**config.mk**
```make
export PLATFORM = sky130hd
export DESIGN_NAME = round_robin_slice_scheduler_core
export DESIGN_NICKNAME = d
export VERILOG_FILES = /design/src/rtl/core/rrss_pkg.sv /design/src/rtl/core/rrss_ram.sv /design/src/rtl/core/rrss_seq.sv /design/src/rtl/core/rrss_obuf.sv /design/src/rtl/core/round_robin_slice_scheduler_core.sv
export SDC_FILE = /design/constraint.sdc
export NUM_CORES = 2
export LEC_CHECK = 0
export BUFFER_PORTS_ARGS = -buffer_cell sky130_fd_sc_hd__buf_2
export CORE_MARGIN = 2
export CORE_UTILIZATION = 25
export CTS_CLUSTER_SIZE = 40
export DETAILED_ROUTE_END_ITERATION = 16
export PLACE_DENSITY = 0.46
export SLEW_MARGIN = 20
export SYNTH_ARGS = -nofsm -noshare
export SYNTH_HDL_FRONTEND = slang
export SYNTH_HIERARCHICAL = 1
export SYNTH_SLANG_ARGS = --single-unit
```
**constraint.sdc**
```tcl
create_clock -name clk -period 22.7 [get_ports clk]
set_input_delay 4.54 -clock clk [delete_from_list [all_inputs] [get_ports clk]]
set_output_delay 4.54 -clock clk [all_outputs]
set_load 0.01 [all_outputs]
```
**src/rtl/core/rrss_pkg.sv**
```systemverilog
// Shared types and constants for the round-robin slice scheduler.
package rrss_pkg;

  localparam int MAX_PROCESSES_DEF = 16;
  localparam int TIME_W            = 16;
  localparam int FIELD_W           = 12;
  localparam int PID_W             = 16;
  localparam int REPIDX_W          = 4;
  localparam int WSUM_W            = 20;
  localparam int PCOUNT_W          = 5;
  localparam int QUANTUM_RST       = 2;

  typedef enum logic [1:0] {
    ACT_LOAD   = 2'd0,
    ACT_STEP   = 2'd1,
    ACT_REPORT = 2'd2,
    ACT_CLEAR  = 2'd3
  } action_t;

  typedef enum logic [2:0] {
    KIND_LOAD   = 3'd0,
    KIND_SLICE  = 3'd1,
    KIND_IDLE   = 3'd2,
    KIND_DONE   = 3'd3,
    KIND_REPORT = 3'd4,
    KIND_REJECT = 3'd5
  } kind_t;

  typedef struct packed {
    action_t              action;
    logic [PID_W-1:0]     process_id;
    logic [FIELD_W-1:0]   arrival_time;
    logic [FIELD_W-1:0]   burst_length;
    logic [REPIDX_W-1:0]  report_index;
  } in_item_t;

  typedef struct packed {
    kind_t                kind;
    logic [PID_W-1:0]     slice_pid;
    logic [TIME_W-1:0]    start_time;
    logic [TIME_W-1:0]    end_time;
    logic                 finished;
    logic                 new_chart_entry;
    logic [TIME_W-1:0]    turnaround;
    logic [TIME_W-1:0]    waiting;
    logic [WSUM_W-1:0]    total_waiting;
    logic [PCOUNT_W-1:0]  process_count;
  } out_item_t;

  // One row of the process table.
  typedef struct packed {
    logic [PID_W-1:0]     id;
    logic [FIELD_W-1:0]   arrival;
    logic [FIELD_W-1:0]   burst;
    logic [FIELD_W-1:0]   remaining;
    logic [TIME_W-1:0]    completion;
  } entry_t;

endpackage

```
**src/rtl/core/rrss_ram.sv**
```systemverilog
// Generic single-write, single-read synchronous RAM with registered read data.
module rrss_ram #(
  parameter int WIDTH = 8,
  parameter int DEPTH = 16,
  localparam int AW   = (DEPTH > 1) ? $clog2(DEPTH) : 1
) (
  input  logic             clk,
  input  logic             wr_en,
  input  logic [AW-1:0]    wr_addr,
  input  logic [WIDTH-1:0] wr_data,
  input  logic [AW-1:0]    rd_addr,
  output logic [WIDTH-1:0] rd_data
);

  logic [WIDTH-1:0] mem [DEPTH];

  always_ff @(posedge clk) begin
    if (wr_en) begin
      mem[wr_addr] <= wr_data;
    end
    rd_data <= mem[rd_addr];
  end

endmodule

```
**src/rtl/core/rrss_seq.sv**
```systemverilog
// Sequencer: scans the process table memory, runs slices and builds results.
module rrss_seq #(
  parameter int MAX_PROCESSES = rrss_pkg::MAX_PROCESSES_DEF,
  localparam int IW = (MAX_PROCESSES > 1) ? $clog2(MAX_PROCESSES) : 1,
  localparam int EW = $bits(rrss_pkg::entry_t)
) (
  input  logic                            clk,
  input  logic                            rst_n,
  input  logic [rrss_pkg::FIELD_W-1:0]    quantum,
  input  logic                            in_valid,
  output logic                            in_stall,
  input  rrss_pkg::in_item_t              in_item,
  output logic                            res_valid,
  input  logic                            res_ready,
  output rrss_pkg::out_item_t             res_item,
  output logic                            ram_wr_en,
  output logic [IW-1:0]                   ram_wr_addr,
  output logic [EW-1:0]                   ram_wr_data,
  output logic [IW-1:0]                   ram_rd_addr,
  input  logic [EW-1:0]                   ram_rd_data
);

  import rrss_pkg::*;

  localparam int CW = $clog2(MAX_PROCESSES + 1);
  localparam int XW = (CW > REPIDX_W) ? CW : REPIDX_W;

  typedef enum logic [2:0] {
    S_IDLE,
    S_SCAN,
    S_GAP,
    S_RUN,
    S_WAIT,
    S_REPORT,
    S_DONE
  } state_t;

  state_t              state_r;
  logic [CW-1:0]       loaded_r;
  logic [CW-1:0]       pending_r;
  logic [TIME_W-1:0]   time_r;
  logic [IW-1:0]       scan_pos_r;
  logic                ran_any_r;
  logic [PID_W-1:0]    last_pid_r;
  logic                chart_started_r;
  logic [WSUM_W-1:0]   wsum_r;

  logic [CW-1:0]       issue_r;
  logic                chk_v_r;
  logic [IW-1:0]       chk_idx_r;
  logic [IW-1:0]       run_idx_r;
  entry_t              ent_r;
  logic                gap_any_r;
  logic [FIELD_W-1:0]  gap_min_r;
  logic [TIME_W-1:0]   tat_r;
  out_item_t           res_r;

  entry_t              rd_ent;
  logic                accept;
  logic                issue_ok;
  logic                elig;
  logic [FIELD_W-1:0]  q_eff;
  logic [FIELD_W-1:0]  run_len;
  logic [TIME_W:0]     time_sum;
  logic [TIME_W-1:0]   new_time;
  logic [FIELD_W-1:0]  rem_new;
  logic [CW-1:0]       next_idx;
  logic [FIELD_W-1:0]  load_burst;
  logic [XW-1:0]       rep_idx_x;
  logic [XW-1:0]       loaded_x;
  logic [TIME_W-1:0]   gap_time;
  logic [TIME_W-1:0]   wait_len;
  logic [WSUM_W:0]     wsum_sum;
  logic [TIME_W-1:0]   rep_tat;
  entry_t              upd_ent;
  entry_t              new_ent;

  assign rd_ent    = entry_t'(ram_rd_data);
  assign in_stall  = (state_r != S_IDLE);
  assign accept    = in_valid && !in_stall;
  assign issue_ok  = (issue_r < loaded_r);
  assign elig      = chk_v_r && (rd_ent.remaining != '0) &&
                     ({{(TIME_W-FIELD_W){1'b0}}, rd_ent.arrival} <= time_r);

  // slice arithmetic on the captured entry
  assign q_eff     = (quantum == '0) ? FIELD_W'(1) : quantum;
  assign run_len   = (ent_r.remaining > q_eff) ? q_eff : ent_r.remaining;
  assign time_sum  = {1'b0, time_r} + (TIME_W+1)'(run_len);
  assign new_time  = time_sum[TIME_W] ? '1 : time_sum[TIME_W-1:0];
  assign rem_new   = ent_r.remaining - run_len;
  assign next_idx  = CW'(run_idx_r) + CW'(1);

  assign load_burst = (in_item.burst_length == '0) ? FIELD_W'(1) : in_item.burst_length;
  assign rep_idx_x  = XW'(in_item.report_index);
  assign loaded_x   = XW'(loaded_r);

  assign gap_time = (gap_any_r && ({{(TIME_W-FIELD_W){1'b0}}, gap_min_r} > time_r)) ?
                    {{(TIME_W-FIELD_W){1'b0}}, gap_min_r} :
                    ((time_r != '1) ? time_r + TIME_W'(1) : time_r);

  assign wait_len = (tat_r > {{(TIME_W-FIELD_W){1'b0}}, ent_r.burst}) ?
                    tat_r - {{(TIME_W-FIELD_W){1'b0}}, ent_r.burst} : '0;
  assign wsum_sum = {1'b0, wsum_r} + (WSUM_W+1)'(wait_len);

  assign rep_tat  = rd_ent.completion - {{(TIME_W-FIELD_W){1'b0}}, rd_ent.arrival};

  always_comb begin
    upd_ent            = ent_r;
    upd_ent.remaining  = rem_new;
    if (rem_new == '0) begin
      upd_ent.completion = new_time;
    end
    new_ent            = '0;
    new_ent.id         = in_item.process_id;
    new_ent.arrival    = in_item.arrival_time;
    new_ent.burst      = load_burst;
    new_ent.remaining  = load_burst;
  end

  // One item in flight at a time: a write-back in S_RUN never overlaps a read
  // of the same row, so no forwarding path is needed.
  always_comb begin
    ram_wr_en   = 1'b0;
    ram_wr_addr = run_idx_r;
    ram_wr_data = EW'(upd_ent);
    ram_rd_addr = issue_r[IW-1:0];
    if (state_r == S_IDLE) begin
      ram_rd_addr = IW'(in_item.report_index);
      if (accept && in_item.action == ACT_LOAD && loaded_r < CW'(MAX_PROCESSES)) begin
        ram_wr_en   = 1'b1;
        ram_wr_addr = loaded_r[IW-1:0];
        ram_wr_data = EW'(new_ent);
      end
    end else if (state_r == S_RUN) begin
      ram_wr_en = 1'b1;
    end
  end

  always_comb begin
    res_item               = res_r;
    res_item.total_waiting = wsum_r;
    res_item.process_count = PCOUNT_W'(loaded_r);
  end

  assign res_valid = (state_r == S_DONE);

  // res_r is all zero whenever the sequencer is idle; each item fills in its fields
  always_ff @(posedge clk) begin
    if (!rst_n) begin
      state_r         <= S_IDLE;
      loaded_r        <= '0;
      pending_r       <= '0;
      time_r          <= '0;
      scan_pos_r      <= '0;
      ran_any_r       <= 1'b0;
      last_pid_r      <= '0;
      chart_started_r <= 1'b0;
      wsum_r          <= '0;
      issue_r         <= '0;
      chk_v_r         <= 1'b0;
      gap_any_r       <= 1'b0;
      res_r           <= '0;
    end else begin
      unique case (state_r)
        S_IDLE: begin
          if (accept) begin
            unique case (in_item.action)
              ACT_CLEAR: begin
                loaded_r        <= '0;
                pending_r       <= '0;
                time_r          <= '0;
                scan_pos_r      <= '0;
                ran_any_r       <= 1'b0;
                last_pid_r      <= '0;
                chart_started_r <= 1'b0;
                wsum_r          <= '0;
              end
              ACT_LOAD: begin
                if (loaded_r >= CW'(MAX_PROCESSES)) begin
                  res_r.kind <= KIND_REJECT;
                end else begin
                  res_r.kind      <= KIND_LOAD;
                  res_r.slice_pid <= in_item.process_id;
                  loaded_r        <= loaded_r + CW'(1);
                  pending_r       <= pending_r + CW'(1);
                end
                state_r <= S_DONE;
              end
              ACT_STEP: begin
                if (pending_r == '0) begin
                  res_r.kind       <= KIND_DONE;
                  res_r.start_time <= time_r;
                  res_r.end_time   <= time_r;
                  state_r          <= S_DONE;
                end else begin
                  issue_r <= CW'(scan_pos_r);
                  chk_v_r <= 1'b0;
                  state_r <= S_SCAN;
                end
              end
              ACT_REPORT: begin
                if (rep_idx_x >= loaded_x) begin
                  res_r.kind <= KIND_REJECT;
                  state_r    <= S_DONE;
                end else begin
                  state_r <= S_REPORT;
                end
              end
              default: state_r <= S_IDLE;
            endcase
          end
        end

        S_SCAN: begin
          if (elig) begin
            ent_r     <= rd_ent;
            run_idx_r <= chk_idx_r;
            chk_v_r   <= 1'b0;
            state_r   <= S_RUN;
          end else if (!chk_v_r && !issue_ok) begin
            issue_r <= '0;
            if (ran_any_r) begin
              // wrap to a fresh pass inside the same step
              ran_any_r  <= 1'b0;
              scan_pos_r <= '0;
            end else begin
              gap_any_r <= 1'b0;
              state_r   <= S_GAP;
            end
          end else begin
            chk_v_r   <= issue_ok;
            chk_idx_r <= issue_r[IW-1:0];
            if (issue_ok) begin
              issue_r <= issue_r + CW'(1);
            end
          end
        end

        S_GAP: begin
          // earliest arrival among unfinished processes
          if (chk_v_r && rd_ent.remaining != '0 &&
              (!gap_any_r || rd_ent.arrival < gap_min_r)) begin
            gap_min_r <= rd_ent.arrival;
            gap_any_r <= 1'b1;
          end
          if (!chk_v_r && !issue_ok) begin
            res_r.kind       <= KIND_IDLE;
            res_r.start_time <= time_r;
            res_r.end_time   <= gap_time;
            time_r           <= gap_time;
            scan_pos_r       <= '0;
            ran_any_r        <= 1'b0;
            state_r          <= S_DONE;
          end else begin
            chk_v_r   <= issue_ok;
            chk_idx_r <= issue_r[IW-1:0];
            if (issue_ok) begin
              issue_r <= issue_r + CW'(1);
            end
          end
        end

        S_RUN: begin
          res_r.kind            <= KIND_SLICE;
          res_r.slice_pid       <= ent_r.id;
          res_r.start_time      <= time_r;
          res_r.end_time        <= new_time;
          res_r.finished        <= (rem_new == '0);
          res_r.new_chart_entry <= !chart_started_r || (last_pid_r != ent_r.id);
          chart_started_r       <= 1'b1;
          last_pid_r            <= ent_r.id;
          time_r                <= new_time;
          tat_r                 <= new_time - {{(TIME_W-FIELD_W){1'b0}}, ent_r.arrival};
          if (next_idx >= loaded_r) begin
            scan_pos_r <= '0;
            ran_any_r  <= 1'b0;
          end else begin
            scan_pos_r <= next_idx[IW-1:0];
            ran_any_r  <= 1'b1;
          end
          if (rem_new == '0) begin
            if (pending_r != '0) begin
              pending_r <= pending_r - CW'(1);
            end
            state_r <= S_WAIT;
          end else begin
            state_r <= S_DONE;
          end
        end

        S_WAIT: begin
          wsum_r  <= wsum_sum[WSUM_W] ? '1 : wsum_sum[WSUM_W-1:0];
          state_r <= S_DONE;
        end

        S_REPORT: begin
          res_r.kind      <= KIND_REPORT;
          res_r.slice_pid <= rd_ent.id;
          if (rd_ent.remaining == '0) begin
            res_r.end_time   <= rd_ent.completion;
            res_r.finished   <= 1'b1;
            res_r.turnaround <= rep_tat;
            res_r.waiting    <= (rep_tat > {{(TIME_W-FIELD_W){1'b0}}, rd_ent.burst}) ?
                                rep_tat - {{(TIME_W-FIELD_W){1'b0}}, rd_ent.burst} : '0;
          end
          state_r <= S_DONE;
        end

        S_DONE: begin
          if (res_ready) begin
            res_r   <= '0;
            state_r <= S_IDLE;
          end
        end

        default: state_r <= S_IDLE;
      endcase
    end
  end

endmodule

```
**src/rtl/core/rrss_obuf.sv**
```systemverilog
// Output holding register between the sequencer and the result channel.
module rrss_obuf (
  input  logic                 clk,
  input  logic                 rst_n,
  input  logic                 res_valid,
  output logic                 res_ready,
  input  rrss_pkg::out_item_t  res_item,
  output logic                 out_valid,
  input  logic                 out_stall,
  output rrss_pkg::out_item_t  out_item
);

  import rrss_pkg::*;

  logic      out_valid_r;
  out_item_t out_item_r;

  assign res_ready = !out_valid_r || !out_stall;
  assign out_valid = out_valid_r;
  assign out_item  = out_item_r;

  always_ff @(posedge clk) begin
    if (!rst_n) begin
      out_valid_r <= 1'b0;
    end else if (res_ready) begin
      out_valid_r <= res_valid;
    end
  end

  always_ff @(posedge clk) begin
    if (res_ready && res_valid) begin
      out_item_r <= res_item;
    end
  end

endmodule

```
**src/rtl/core/round_robin_slice_scheduler_core.sv**
```systemverilog
// Load, report, reject and all-done items pass from the sequencer's result register
// to the output register. A step item reads the process table one row per cycle
// through its single read port, scanning rows (with a second pass on wrap, or a full
// sweep on an idle jump) before its result is registered. One item is worked at a time.
// Synchronous active-low reset clears counters, time and scan state and sets the
// quantum to 2; table rows are undefined until loaded, so no clearing pass runs.
module round_robin_slice_scheduler_core #(
  parameter int MAX_PROCESSES = rrss_pkg::MAX_PROCESSES_DEF
) (
  input  logic                          clk,
  input  logic                          rst_n,
  input  logic                          in_valid,
  output logic                          in_stall,
  input  rrss_pkg::in_item_t            in_item,
  output logic                          out_valid,
  input  logic                          out_stall,
  output rrss_pkg::out_item_t           out_item,
  input  logic                          cfg_valid,
  output logic                          cfg_ready,
  input  logic [rrss_pkg::FIELD_W-1:0]  cfg_data
);

  import rrss_pkg::*;

  localparam int IW = (MAX_PROCESSES > 1) ? $clog2(MAX_PROCESSES) : 1;
  localparam int EW = $bits(entry_t);

  logic [FIELD_W-1:0] quantum_r;
  logic               res_valid;
  logic               res_ready;
  out_item_t          res_item;
  logic               ram_wr_en;
  logic [IW-1:0]      ram_wr_addr;
  logic [EW-1:0]      ram_wr_data;
  logic [IW-1:0]      ram_rd_addr;
  logic [EW-1:0]      ram_rd_data;

  assign cfg_ready = 1'b1;

  always_ff @(posedge clk) begin
    if (!rst_n) begin
      quantum_r <= FIELD_W'(QUANTUM_RST);
    end else if (cfg_valid && cfg_ready) begin
      quantum_r <= cfg_data;
    end
  end

  rrss_ram #(
    .WIDTH (EW),
    .DEPTH (MAX_PROCESSES)
  ) u_table (
    .clk     (clk),
    .wr_en   (ram_wr_en),
    .wr_addr (ram_wr_addr),
    .wr_data (ram_wr_data),
    .rd_addr (ram_rd_addr),
    .rd_data (ram_rd_data)
  );

  rrss_seq #(
    .MAX_PROCESSES (MAX_PROCESSES)
  ) u_seq (
    .clk         (clk),
    .rst_n       (rst_n),
    .quantum     (quantum_r),
    .in_valid    (in_valid),
    .in_stall    (in_stall),
    .in_item     (in_item),
    .res_valid   (res_valid),
    .res_ready   (res_ready),
    .res_item    (res_item),
    .ram_wr_en   (ram_wr_en),
    .ram_wr_addr (ram_wr_addr),
    .ram_wr_data (ram_wr_data),
    .ram_rd_addr (ram_rd_addr),
    .ram_rd_data (ram_rd_data)
  );

  rrss_obuf u_obuf (
    .clk       (clk),
    .rst_n     (rst_n),
    .res_valid (res_valid),
    .res_ready (res_ready),
    .res_item  (res_item),
    .out_valid (out_valid),
    .out_stall (out_stall),
    .out_item  (out_item)
  );

endmodule
```
==> summary.md <==
| Metric | Value |
|---|---|
| P_sw | `approximately 3000 uW` |
| Most frequent cells in the layout | `edfxtp_1 (1302), nand2_1 (311), mux4_2 (272)` |
| Peak supply drop | `~0.000094 V` |
| Slowest cell on crit path | `o21ai_0` |
| # port buffers | `between 150 and 200` |
| Post-route cell area | `~75000 um^2` |
| CTS tree | `yes` |
| Worst path required time | `between 20 and 25 ns` |
| CP bufs+invs | `6` |
| Post-DP Area | `69500 um^2` |
| Library cells used by synthesis | `a little over 90` |
| Layout cells sized above 1 | `between 10% and 20%` |
| Worst-path fanout max | `40` |
| Hold Fails Final Rpt | `0` |
| Remaining antenna violation count | `0` |
| Root Buffer | `clkbuf_16` |
| Seq pwr share | `~41%` |
| Switching Fraction | `between 30% and 40%` |
| Worst R2R Path Depth | `28` |
| Util after Layout | `between 20% and 30%` |
| Initial antenna violation count | `6` |
| Worst setup EP type | `flip-flop` |
| CP top delay family | `buffers and inverters` |
| Fmax | `around 0.11 GHz` |
| Total CTS buffers | `between 150 and 200` |
| Pre-antenna DRT Iters | `6` |
| Post-synthesis cell area | `around 64000 um^2` |
| Final HPWL DP | `122 mm` |
| Final slew viol count | `0` |
| Starting Density | `approximately a quarter` |
| Core area | `roughly 260000 um^2` |
| Status | `finished clean` |
| Fin Clk Skew | `around 0.049 ns` |
| Post-CTS repair timing setup buffer count | `0` |
| Routing usage on met1 | `about a fifth` |
| Worst R2R Setup Slack | `15.23 ns` |
| Pwr Total | `slightly below 9000 uW` |
| Clock share of power | `30.1%` |
| CTS clk-pin slew, worst paths | `0.06 ns` |
| Largest net degree at the start of global routing | `66` |
| Synth Instances | `~4100` |
| Commonest non-fill, non-tap cell in the layout | `edfxtp_1` |
| Non-filler cells, final | `7899` |
| Main synth FF type | `edfxtp_1` |
| Die width | `~510 um` |
| Wirelength per Cell | `~24 um` |
| Top cell by count, worst path | `buf_4` |
| Die ar. | `between 200000 and 300000 um^2` |
| CP Launch Type | `input port` |
| Via/cell ratio | `roughly 4.7` |
| CTS H-tree lvls | `4` |
| Max Cap Violations | `0` |
| Number of global-route vias before repair | `about 37000` |
| Clock sink count | `~1500` |
| Fraction of registers with async set/reset | `0%` |
| Total GRT Usage | `14.0%` |
| Largest stage delay, worst path | `~0.83 ns` |
| #FFs+latches synth | `1546` |
| Placed cell count | `~7600` |
| Max Buffers Root-to-Sink | `3` |
| Site Rows | `around 190` |
| Tmin final | `around 8.7 ns` |
| Nets | `4605` |
| Slew Limit Headroom | `roughly 26%` |
| Internal | `5740 uW` |
| Setup TNS | `0 ns` |
| Syn nets | `about 4400` |
| Die outline height | `roughly 510 um` |
| # hold bufs at CTS | `0` |
| Synth warn | `6` |
| Fill cells | `25565` |
| Worst hold endpoint | `u_seq/run_idx_r[1]` |
| Worst Hold Class | `reg2reg` |
| Pwr dens | `116 nW/um^2` |
| Final setup viols | `0` |
| Global-route wire length before repair | `270 mm` |
| Met2 usage | `between 20% and 30%` |
| Final GP Congestion | `~0.84` |
| Data arrival, critical path | `9.14 ns` |
| Post-synth EDFFs | `around 1300` |
| LEAKAGE | `roughly 0.025 uW` |
| Grt met3 use | `about 2%` |
| Gates resized, CTS repair | `0` |
| Drt first-iter violations | `roughly 3600` |
| RSZ-0062 raised after global routing | `false` |
| Avg Inst Size Synth | `15.5 um^2` |
| P&R area growth vs syn | `16.3%` |
| R2r startpoint | `quantum_r[2]` |
| Seq/Total Area, Yosys | `around 70%` |
| Final worst path period share | `38.4%` |
| Busiest grt layer | `met2` |
| Final WL | `187 mm` |
| # DRC | `0` |
| Combinational share of power | `between 20% and 30%` |
| Hold path start | `u_seq/chk_idx_r[1]` |
| Crit path cell chain | `buf_2 > inv_1 > ha_1 > inv_1 > nor2_1 > nand3_2 > buf_4 > o21ai_0 > nand2b_1 > nor2_4 > buf_4 > buf_4` |
| Worst setup path class | `in2reg` |
| Hold path depth | `0` |
| Worst-Skew Late Latency | `0.83 ns` |
| Num ports | `around 180` |
| Worst Tran Pin Value | `1.12 ns` |
| R2r endpoint | `u_seq/tat_r[14]` |
| Congestion Overflow GR | `0` |
| DR vias | `around 37000` |
## synth_stat cells (all sizes together), types with 21 or more instances
master / n / share of area [%]
mux4: 272 / 9.5
o21ai: 155 / 1.2
nand2b: 30 / 0.29
o22ai: 22 / 0.23
mux2i: 32 / 0.50
nand2: 312 / 1.8
a21oi: 222 / 1.7
nor3: 56 / 0.46
a21o: 31 / 0.36
nor2b: 36 / 0.35
xnor2: 71 / 0.97
inv: 156 / 0.91
a31oi: 21 / 0.20
xor2: 24 / 0.33
edfxtp: 1302 / 61
dfxtp: 244 / 7.6
buf: 62 / 0.56
nand4: 34 / 0.34
nor2: 202 / 1.2
ha: 158 / 3.1
a2111oi: 22 / 0.30
a22oi: 160 / 1.9
o21a: 24 / 0.28
a211oi: 39 / 0.47
nand3: 79 / 0.61
clkbuf: 131 / 0.76
## state kept, by name (all words and copies together) (netlist names), 5 cells and up
signal            flops
u_seq/loaded_r        5
quantum_r            12
u_seq/ent_r          68
u_table/rd_data      68
u_seq/last_pid_r     16
u_table/mem        1088
u_seq/issue_r         5
u_seq/res_item       85
u_seq/pending_r       5
u_seq/time_r         16
u_obuf/out_item     110
u_seq/tat_r          16
u_seq/gap_min_r      12
u_seq/wsum_r         20
## worst max path at each step
stage	from	end	slack (ns)	depth (start not counted)
after floorplan	in_item[44]	u_table/mem[0][0]	11.15	11
after global placement	in_item[0]	u_table/rd_data[30]	13.23	9
after detailed placement	in_item[44]	u_table/mem[14][13]	13.13	12
after CTS	in_item[44]	u_table/mem[14][13]	13.97	12
after global routing	in_item[44]	u_table/mem[14][13]	13.71	12
final	in_item[44]	u_table/mem[14][10]	13.97	12
## cells by family (layout without fill, tap and decap cells)
group / after synthesis / after routing / synth area share (%)
XOR/XNOR: 95 / 95 / 1.29
buffers and inverters: 352 / 722 / 2.25
multiplexers: 322 / 322 / 10.3
other: 1 / 4 / 0.00583
AND/OR/NAND/NOR: 822 / 822 / 5.84
adder cells (fa/ha/maj): 166 / 166 / 3.32
AO/OA/AOI/OAI: 838 / 838 / 8.60
flip-flops: 1546 / 1546 / 68.4
## stage by stage
step | setup slack (ns) | hold slack [ns]
after floorplan | 11.15 | 0.400
after global placement | 13.23 | 0.409
after detailed placement | 13.13 | 0.408
after CTS | 13.97 | 0.415
after global routing | 13.71 | 0.437
final | 13.97 | 0.408
## routing by layer
metal	vias up	wire length, um
met5	-	20
met4	2	4980
met3	240	8770
met2	1036	87300
met1	19470	85900
li1	16712	-
## worst reg2reg max path, delay by kind of cell (launching register included)
family	cells	cell delay (ns)
multiplexers	1	0.28
adder cells (fa/ha/maj)	4	1.31
XOR/XNOR	1	0.11
flip-flops	1	0.48
AND/OR/NAND/NOR	8	1.61
buffers and inverters	3	0.61
AO/OA/AOI/OAI	11	2.81
## power groups by stage
stage	clock, uW	sequential, uW	combinational, uW
after floorplan	0	3430	1780
after global placement	0	3580	2560
after detailed placement	0	3580	2570
after CTS	2690	3520	2580
after global routing	2810	3530	2790
final	2620	3520	2550
## area by class of cell
class                           count  area [um^2]  area share [%]
Sequential cell                  1546        44000            58.8
Multi-Input combinational cell   2244        19200            25.6
Clock buffer                      213         4310            5.75
Tap cell                         3384         4230            5.66
Timing Repair Buffer              266         1570            2.09
Clock inverter                     84          955            1.28
Inverter                          159          599           0.801
Antenna cell                        3         7.51          0.0100
No activity file was read; power rests on OpenSTA's default activity.
